===== src/rtl/core/modular_exponentiation_assert.svh =====
// ----------------------------------------------------------------------------
// Assertion macros for the modular exponentiation core
// Clocked on clk, disabled while arst_n is low.
// ----------------------------------------------------------------------------
`ifndef MODULAR_EXPONENTIATION_ASSERT_SVH
`define MODULAR_EXPONENTIATION_ASSERT_SVH

// same-cycle implication
`define MODEXP_ASSERT_NOW(label, ante, cons, msg) \
	label: assert property (@(posedge clk) disable iff (!arst_n) (ante) |-> (cons)) \
		else $error(msg);

// next-cycle implication
`define MODEXP_ASSERT_NEXT(label, ante, cons, msg) \
	label: assert property (@(posedge clk) disable iff (!arst_n) (ante) |=> (cons)) \
		else $error(msg);

`endif


===== src/rtl/core/modexp_pkg.sv =====
// ----------------------------------------------------------------------------
// modexp_pkg
// Constants, types and unit interface structs for the modular exponentiator.
// ----------------------------------------------------------------------------
package modexp_pkg;

	localparam int unsigned EXP_BITS = 32;
	localparam int unsigned RES_W    = 30;

	typedef logic [RES_W-1:0]    res_t;
	typedef logic [EXP_BITS-1:0] exp_t;

	localparam res_t        MODULUS    = 30'd1000000033;
	localparam logic [30:0] MODULUS_X2 = 31'd2000000066;
	// floor(2^60 / MODULUS)
	localparam logic [30:0] BARRETT_MU = 31'd1152921466;
	// Fermat inverse exponent, MODULUS - 2
	localparam exp_t        INV_EXP    = exp_t'(32'd1000000031);
	localparam res_t        RES_ONE    = 30'd1;

	// result destination of a multiplier operation
	localparam logic TAG_SQ  = 1'b0;
	localparam logic TAG_ACC = 1'b1;

	typedef struct packed {
		logic valid;
		logic tag;
		res_t op_a;
		res_t op_b;
	} mm_req_t;

	typedef struct packed {
		logic valid;
		logic tag;
		res_t value;
	} mm_rsp_t;

endpackage


===== src/rtl/core/modexp_mulmod.sv =====
// ----------------------------------------------------------------------------
// modexp_mulmod
// Five-stage pipelined modular multiplier, Barrett reduction by the prime.
// ----------------------------------------------------------------------------
module modexp_mulmod (
	input  logic                clk,
	input  logic                arst_n,
	input  modexp_pkg::mm_req_t req,
	output modexp_pkg::mm_rsp_t rsp
);

	logic [4:0]  valid_q;
	logic        tag_s1, tag_s2, tag_s3, tag_s4, tag_s5;
	logic [59:0] prod_s1;
	logic [61:0] q2_s2;
	logic [31:0] plo_s2, plo_s3;
	logic [31:0] qm_s3;
	logic [31:0] r_s4;
	modexp_pkg::res_t value_s5;

	logic [31:0] red_1m;
	logic [31:0] red_2m;
	modexp_pkg::res_t value_d;

	always_ff @(posedge clk or negedge arst_n) begin
		if (!arst_n) begin
			valid_q <= '0;
		end else begin
			valid_q <= {valid_q[3:0], req.valid};
		end
	end

	always_ff @(posedge clk) begin
		// stage 1: full product, below 2^60
		prod_s1  <= 60'(req.op_a) * 60'(req.op_b);
		tag_s1   <= req.tag;
		// stage 2: quotient estimate
		q2_s2    <= 62'(prod_s1[59:29]) * 62'(modexp_pkg::BARRETT_MU);
		plo_s2   <= prod_s1[31:0];
		tag_s2   <= tag_s1;
		// stage 3: only the low word of q*M matters, remainder is below 3M
		qm_s3    <= 32'(q2_s2[61:31]) * 32'(modexp_pkg::MODULUS);
		plo_s3   <= plo_s2;
		tag_s3   <= tag_s2;
		// stage 4
		r_s4     <= plo_s3 - qm_s3;
		tag_s4   <= tag_s3;
		// stage 5: final correction
		value_s5 <= value_d;
		tag_s5   <= tag_s4;
	end

	assign red_1m = r_s4 - 32'(modexp_pkg::MODULUS);
	assign red_2m = r_s4 - 32'(modexp_pkg::MODULUS_X2);

	always_comb begin
		if (r_s4 >= 32'(modexp_pkg::MODULUS_X2)) begin
			value_d = red_2m[modexp_pkg::RES_W-1:0];
		end else if (r_s4 >= 32'(modexp_pkg::MODULUS)) begin
			value_d = red_1m[modexp_pkg::RES_W-1:0];
		end else begin
			value_d = r_s4[modexp_pkg::RES_W-1:0];
		end
	end

	assign rsp.valid = valid_q[4];
	assign rsp.tag   = tag_s5;
	assign rsp.value = value_s5;

endmodule


===== src/rtl/core/modexp_ctrl.sv =====
// ----------------------------------------------------------------------------
// modexp_ctrl
// Right-to-left square-and-multiply sequencer driving the shared multiplier.
// ----------------------------------------------------------------------------
module modexp_ctrl (
	input  logic                clk,
	input  logic                arst_n,
	input  logic                start,
	input  logic                req_type,
	input  logic [29:0]         base_value,
	input  logic [31:0]         exponent,
	output logic                busy,
	output logic                done,
	output logic [29:0]         residue,
	output modexp_pkg::mm_req_t iss,
	input  modexp_pkg::mm_rsp_t ret
);

	localparam logic [1:0] ST_IDLE  = 2'd0;
	localparam logic [1:0] ST_ISSUE = 2'd1;
	localparam logic [1:0] ST_SQ    = 2'd2;
	localparam logic [1:0] ST_WAIT  = 2'd3;

	logic [1:0]       state_q, state_d;
	logic [1:0]       pend_q, pend_d;
	modexp_pkg::exp_t e_q, e_d;
	modexp_pkg::res_t acc_q, acc_d;
	modexp_pkg::res_t sq_q, sq_d;
	logic             done_q, done_d;
	modexp_pkg::res_t residue_q, residue_d;
	modexp_pkg::res_t base_red;
	logic [29:0]      base_sub;

	assign base_sub = base_value - modexp_pkg::MODULUS;
	assign base_red = (base_value >= modexp_pkg::MODULUS) ? base_sub : base_value;

	always_comb begin
		state_d   = state_q;
		e_d       = e_q;
		acc_d     = acc_q;
		sq_d      = sq_q;
		done_d    = 1'b0;
		residue_d = residue_q;
		iss.valid = 1'b0;
		iss.tag   = modexp_pkg::TAG_SQ;
		iss.op_a  = sq_q;
		iss.op_b  = sq_q;

		// write back whatever the multiplier returns
		if (ret.valid) begin
			if (ret.tag == modexp_pkg::TAG_ACC) begin
				acc_d = ret.value;
			end else begin
				sq_d = ret.value;
			end
		end

		case (state_q)
			ST_IDLE: begin
				if (start) begin
					sq_d    = base_red;
					acc_d   = modexp_pkg::RES_ONE;
					e_d     = req_type ? modexp_pkg::INV_EXP : modexp_pkg::exp_t'(exponent);
					state_d = ST_ISSUE;
				end
			end
			ST_ISSUE: begin
				if (e_q == '0) begin
					done_d    = 1'b1;
					residue_d = acc_q;
					state_d   = ST_IDLE;
				end else if (e_q[0]) begin
					iss.valid = 1'b1;
					iss.tag   = modexp_pkg::TAG_ACC;
					iss.op_a  = acc_q;
					// no square needed past the top set bit
					state_d   = (e_q[modexp_pkg::EXP_BITS-1:1] != '0) ? ST_SQ : ST_WAIT;
				end else begin
					iss.valid = 1'b1;
					state_d   = ST_WAIT;
				end
			end
			ST_SQ: begin
				iss.valid = 1'b1;
				state_d   = ST_WAIT;
			end
			ST_WAIT: begin
				if (ret.valid && pend_q == 2'd1) begin
					e_d     = e_q >> 1;
					state_d = ST_ISSUE;
				end
			end
			default: begin
				state_d = ST_IDLE;
			end
		endcase

		pend_d = pend_q + 2'(iss.valid) - 2'(ret.valid);
	end

	always_ff @(posedge clk or negedge arst_n) begin
		if (!arst_n) begin
			state_q <= ST_IDLE;
			pend_q  <= '0;
			done_q  <= 1'b0;
		end else begin
			state_q <= state_d;
			pend_q  <= pend_d;
			done_q  <= done_d;
		end
	end

	always_ff @(posedge clk) begin
		e_q       <= e_d;
		acc_q     <= acc_d;
		sq_q      <= sq_d;
		residue_q <= residue_d;
	end

	assign busy    = (state_q != ST_IDLE);
	assign done    = done_q;
	assign residue = residue_q;

endmodule


===== src/rtl/core/modular_exponentiation.sv =====
// done pulses once every exponent bit is consumed: each bit below the highest set bit takes a
//   square, plus a multiply if the bit is set; the highest set bit takes only a multiply.
//   Inverse requests use a 30-bit exponent with 18 ones; exponent zero finishes without the multiplier.
// Every step waits on the 5-stage modular multiplier; a square and a multiply share it.
// One transaction at a time: a new start is taken in the cycle done is high; no stall.
// Reset (arst_n low) returns the sequencer to idle and drops any transaction in flight.
// ----------------------------------------------------------------------------
// modular_exponentiation
// Modular power and Fermat inverse modulo the prime 1000000033.
// ----------------------------------------------------------------------------
`include "modular_exponentiation_assert.svh"

module modular_exponentiation (
	input  logic        clk,
	input  logic        arst_n,
	input  logic        start,
	output logic        busy,
	input  logic        req_type,
	input  logic [29:0] base_value,
	input  logic [31:0] exponent,
	output logic        done,
	output logic [29:0] residue
);

	modexp_pkg::mm_req_t iss;
	modexp_pkg::mm_rsp_t ret;

	modexp_ctrl u_ctrl (
		.clk        (clk),
		.arst_n     (arst_n),
		.start      (start),
		.req_type   (req_type),
		.base_value (base_value),
		.exponent   (exponent),
		.busy       (busy),
		.done       (done),
		.residue    (residue),
		.iss        (iss),
		.ret        (ret)
	);

	modexp_mulmod u_mulmod (
		.clk    (clk),
		.arst_n (arst_n),
		.req    (iss),
		.rsp    (ret)
	);

	`MODEXP_ASSERT_NOW(a_res_range, done, residue < modexp_pkg::MODULUS, "residue not reduced")
	`MODEXP_ASSERT_NOW(a_mm_range, ret.valid, ret.value < modexp_pkg::MODULUS, "mulmod out of range")
	`MODEXP_ASSERT_NEXT(a_accept_busy, start && !busy, busy, "accepted transaction not busy")
	`MODEXP_ASSERT_NOW(a_done_idle, done, !busy && !iss.valid, "done while work in flight")

endmodule

===== config.mk =====
export PLATFORM = sky130hd
export DESIGN_NAME = modular_exponentiation
export DESIGN_NICKNAME = d
export VERILOG_FILES = /design/src/rtl/core/modexp_pkg.sv /design/src/rtl/core/modexp_mulmod.sv /design/src/rtl/core/modexp_ctrl.sv /design/src/rtl/core/modular_exponentiation.sv
export VERILOG_INCLUDE_DIRS = /design/src /design/src/rtl/core
export SDC_FILE = /design/constraint.sdc
export NUM_CORES = 2
export LEC_CHECK = 0
export BUFFER_PORTS_ARGS = -buffer_cell sky130_fd_sc_hd__buf_4
export CAP_MARGIN = 20
export CORE_MARGIN = 5
export CORE_UTILIZATION = 40
export DETAILED_ROUTE_END_ITERATION = 7
export GPL_ROUTABILITY_DRIVEN = 0
export PLACE_DENSITY = 0.67
export SLEW_MARGIN = 20
export SYNTH_ARGS = -nofsm -noshare
export SYNTH_HDL_FRONTEND = slang
export SYNTH_HIERARCHICAL = 1
export SYNTH_SLANG_ARGS = --single-unit

===== constraint.sdc =====
create_clock -name clk -period 18.3 [get_ports clk]
set_input_delay 0.915 -clock clk [delete_from_list [all_inputs] [get_ports clk]]
set_output_delay 0.915 -clock clk [all_outputs]
set_load 0.01 [all_outputs]

Word-level counts from Yosys, hierarchy flattened:

Cells that the tools add are included.

* input port bits: 66
* word-level logic and storage cells: 76
* output and inout port bits: 32
* register bits: 416

* magnitude comparators: 3
* reduce and logical (&&, ||, !) cells: 10
* multiply operators: 3
* bitwise gates (word level): 1
* add/sub/neg operators: 6
* equal/unequal tests: 6
* muxes and demuxes: 27

Operator list (count)
* $mux 30: 12
* $mux 32: 4
* $sub 30x30->30 const B: 3
* $pmux 32 s2: 1
* $mul 31x30->61 const B: 1
* $mul 30x30->60: 1
* $ge 32x30->1 const B: 1
* $ge 32x31->1 const B: 1
* $logic_not 32->1: 1
* $mul 31x30->32 const B: 1
* $sub 32x32->32: 1
* $mux 31: 1
* $reduce_bool 31->1: 1
* $ge 30x30->1 const B: 1
* $mux 2: 4
* $pmux 2 s4: 1
* $eq 2x1->1 const B: 2
* $eq 2x2->1 const B: 2
* $reduce_and 2->1: 2
* $reduce_bool 2->1: 2
* $mux 1: 3
* $reduce_and 3->1: 1
* $add 2x1->2: 1
* $logic_not 2->1: 1
* 7 further kinds: 7

Longest topological paths before layout:

* depth after elaboration: 5
* depth in mapped cells: 36
* depth with buffers taken out: 34

Hierarchy:

The synthesis kept the hierarchy.

By module, submodules not included
* modexp_mulmod: cells each 6146, area an instance 59165.5 sq um, times used 1
* modexp_ctrl: cells each 629, area an instance 6202.2 sq um, times used 1

Worst setup path before layout:

No wires, ideal clock.

* kind: flip-flop to flip-flop
* from: register u_ctrl.state_q[0]
* to: register u_mulmod.prod_s1[55]
* clock period less this slack: 8467 ps
* data required time: 18178 ps
* arrival time: 8345 ps
* stages on the path, launching flop included: 34
* path buffers: 2
* path slack: 9833 ps
* setup time: 122 ps
* path through: dfrtp_1 -> ha_1 -> nand2_1 -> clkbuf_1 -> mux2_2 -> clkbuf_1 -> and2_1 -> fa_1 -> fa_1 -> fa_1 -> inv_1 -> fa_1 -> inv_1 -> fa_1 -> inv_1 -> fa_1 -> inv_1 -> fa_1 -> inv_1 -> fa_1 -> inv_1 -> ha_1 -> a21oi_1 -> o21ai_1 -> a221oi_1 -> nand2_1 -> o211ai_1 -> a211oi_2 -> o211ai_1 -> o211ai_1 -> a31oi_1 -> o21bai_1 -> a21o_1 -> xor2_1

RTL lines
* start, declared: RTL line modexp_ctrl.sv:24 `logic [1:0] state_q, state_d;`
* start signal, assigned: RTL line modexp_ctrl.sv:107 `state_q <= state_d;`
* end signal, assigned: RTL line modexp_mulmod.sv:35 `prod_s1 <= 60'(req.op_a) * 60'(req.op_b);`
* end, declared: RTL line modexp_mulmod.sv:14 `logic [59:0] prod_s1;`

==> results.md <==
* Status: finished, final reports clean
* Final setup skew at 21.2 ps
* Final Max Tran Viols at 0
* Worst Setup SP: u_ctrl/state_q[1]$_DFFE_PN0P_
* GRT Residual Overflow at 0
* Port Buffers at 97
* Post-synthesis cell area at 0.0654 sq mm
* Compound-gate portion of the synthesized area at 5.61%
* Final hold viol count at 0
* Max stage delay cell, worst path: mux2_2
* Post-CTS Setup Bufs at 0
* Post-synth ARST share at 2.59%
* Largest family of logic cells by synthesized area: adder cells
* Core footprint at 0.163 sq mm
* Post-synthesis mux area share at 1.07%
* Clock-pin slew on the worst setup and hold paths at 70 ps
* Syn avg cell area at 9.65 sq um
* Die Y at 414 microns
* DP Wirelength at 132 mm
* Max FO, Critical Path at 31
* Number of global-route vias before repair at 49400
* CP Capture Point: u_mulmod/prod_s1[55]$_DFF_P_
* Max Clk Rate at 0.101 GHz
* I/O pins at 98
* Fraction of layout cells with a size suffix above 1 at 4.54%
* Syn. warnings at 6
* Die Width at 414 microns
* Layout area overhead at 6.71%
* Critical path's largest stage delay at 670 ps
* Synth Area in XOR/XNOR at 2.97%
* CP endpoint kind: flop
* Worst r2r path cells at 33
* Period minus WS final at 9920 ps
* Worst skew pair latency at 550 ps
* CTS sink cnt at 386
* Gr usage total at 19.6%
* Synth Instances at 6775
* Adder-cell area share of the yosys netlist at 55.0%
* Final setup viols at 0
* ANT nets after route at 0
* Reg2Reg Setup Slack at 8380 ps
* DR WL/cell at 18.7 microns
* Sequential area share after synthesis at 12.8%
* Initial Util at 40.2%
* Post-synth EDFFs at 62
* Main synth FF type: dfxtp_1
* Initial antenna violation count at 6
* CTS H-tree lvls at 2
* Root Buffer: clkbuf_16
* CTS tree: done
* Slew @ Worst Pin at 1090 ps
* RSZ-0062 raised after global routing: false
* Num rows at 148
* Crit share post-route at 54.2%
* Placed instance count at 8860
* Wirelength, routed at 167 mm
* Layout Cell Area excl Fill at 0.0698 sq mm
* Largest net degree at the start of global routing at 83
* Slew HR at 27.3%
* Worst Path Arrival at 10360 ps
* R2r endpoint: u_mulmod/prod_s1[55]$_DFF_P_
* Die area at 0.172 sq mm
* Placed Area at 0.0683 sq mm
* # DRC at 0
* Setup TNS at 0 ps
* Simple-gate share of the synthesized area at 11.2%
* CP most frequent cell: fa_1
* Post-synth cell types at 86
* Syn_nets at 8960
* First-pass GRT wire length at 270 mm
* Vias at 45000
* FF-to-FF Start: u_ctrl/state_q[1]$_DFFE_PN0P_
* 1st-iter DRT viols at 2881
* Pre-antenna DRT Iters at 6
* CP required at 18740 ps
* Setup ws final at 8380 ps
* Hold-fix buffers, CTS at 0
* FF+latch count, synth at 386
* Resized Gates After CTS at 0
* Dpl ws at 8520 ps
* Maxcap violations at 0
* Startpoint types: flop
* Tightest Hold Check Type: input pin to async pin
* Cts bufs inserted at 41
* Fin cells at 8935
* Layout Nets at 8913
* Max Root-Sink Buffers at 3
* Worst Setup Path Type: flop to flop
* Vias per cell at 5.03
==> cell families after synthesis <==
| group | Yosys count |
|---|---|
| simple gates | 1446 |
| xor+xnor | 222 |
| mux | 63 |
| fa+ha+maj | 2119 |
| flops | 386 |
| compound gates | 572 |
| buf+inv | 1967 |
==> stage by stage <==
| stage | util (%) | hold WS (ps) |
|---|---|---|
| after global placement | 42.0 | 310 |
| after global routing | 42.9 | 164 |
| final | 42.9 | 175 |
| after CTS | 42.9 | 147 |
| after floorplan | - | 310 |
| after detailed placement | 42.0 | 312 |
==> critical path: cells and delay by family (launching register included) <==
kind,cells,cell delay [ps]
buffers and inverters,8,800
AO/OA/AOI/OAI,10,2670
multiplexers,1,670
flip-flops,1,370
adder cells (fa/ha/maj),10,4610
AND/OR/NAND/NOR,3,500
XOR/XNOR,1,130
==> cell usage in the layout, fill, tap and decap left out, drive strengths merged, types with 19 or more instances in the layout <==
cell type and n:
nor2b 20, buf 147, mux2 54, a21oi 187, nor3 38, inv 1735
o21ai 123, and2 537, fa 1256, nand2b 33, xnor2 148, o21a 19
a21o 72, nor2 143, clkbuf 50, a31oi 21, nor4 22, dfxtp 314
o21bai 21, xor2 74, ha 863, nand2 543, nand3 37, edfxtp 62
==> layout make-up <==
cell class	count	area (sq um)
clock inverter	21	359
sequential	386	8400
timing repair buffer	147	1100
fill	15600	92800
antenna	4	10.0
multi-input combinational	4422	49600
clock buffer	50	1110
inverter	1730	6490
tap	2175	2720
==> per-layer routing <==
metal / routed length (microns) / vias to the layer above / track usage (%)
met3: 9630 / 357 / 2.54
met2: 82100 / 1493 / 34.0
met5: 13 / - / 0
met4: 7500 / 2 / 7.57
met1: 67800 / 22800 / 24.8
li1: - / 20300 / -
==> state kept, by name, indices dropped and copies added, names as in the netlist, 30 cells and up <==
name,cells
u_mulmod/value_s5,30
u_ctrl/e_q,32
u_ctrl/residue,30
u_mulmod/plo_s3,32
u_ctrl/sq_q,30
u_mulmod/plo_s2,32
u_mulmod/q2_s2,31
u_mulmod/qm_s3,32
u_mulmod/r_s4,32
u_mulmod/prod_s1,60
u_ctrl/acc_q,30
==> cell usage after synthesis, drive strengths merged, types with 5 or more instances <==
cell type     n  share of area [%]
o211ai       17               0.20
nand2       543                3.1
a211o        11               0.15
and3         15               0.14
a21boi        6              0.075
or3          13               0.12
mux2         54               0.93
and2        537                5.1
nand3b        5              0.057
nor2        143               0.82
nand4        17               0.16
mux2i         9               0.14
nor2b        20               0.19
a31oi        21               0.21
o21a         19               0.22
buf          18               0.15
ha          863                 17
a22o         15               0.20
nand3        37               0.29
inv        1730                9.9
or2           7              0.067
clkbuf      219                1.3
edfxtp       62                2.8
nand2b       33               0.32
a21oi       187                1.5
o21bai       21               0.24
nor3         38               0.29
o31a          5              0.067
dfxtp       314                9.6
o21ai       123               0.95
a21o         72               0.83
xor2         74               0.99
fa         1256                 38
nor4         22               0.22
dfrtp        10               0.38
xnor2       148                2.0
o22ai         9              0.096
o2111ai       7               0.10
a211oi       17               0.21
==> how the worst min path moves through the flow <==
stage                                           start                             to
after detailed placement  u_mulmod/prod_s1[0]$_DFF_P_     u_mulmod/plo_s2[0]$_DFF_P_
after global routing                           arst_n  u_mulmod/valid_q[1]$_DFF_PN0_
after CTS                                      arst_n  u_mulmod/valid_q[1]$_DFF_PN0_
after global placement        u_mulmod/tag_s2$_DFF_P_        u_mulmod/tag_s3$_DFF_P_
final                                          arst_n     u_ctrl/pend_q[0]$_DFF_PN0_
after floorplan           u_mulmod/prod_s1[0]$_DFF_P_     u_mulmod/plo_s2[0]$_DFF_P_
Power is left out: the tool's default activity adds up to more than one toggle a clock period on the data nets, which glitch-free logic cannot reach.
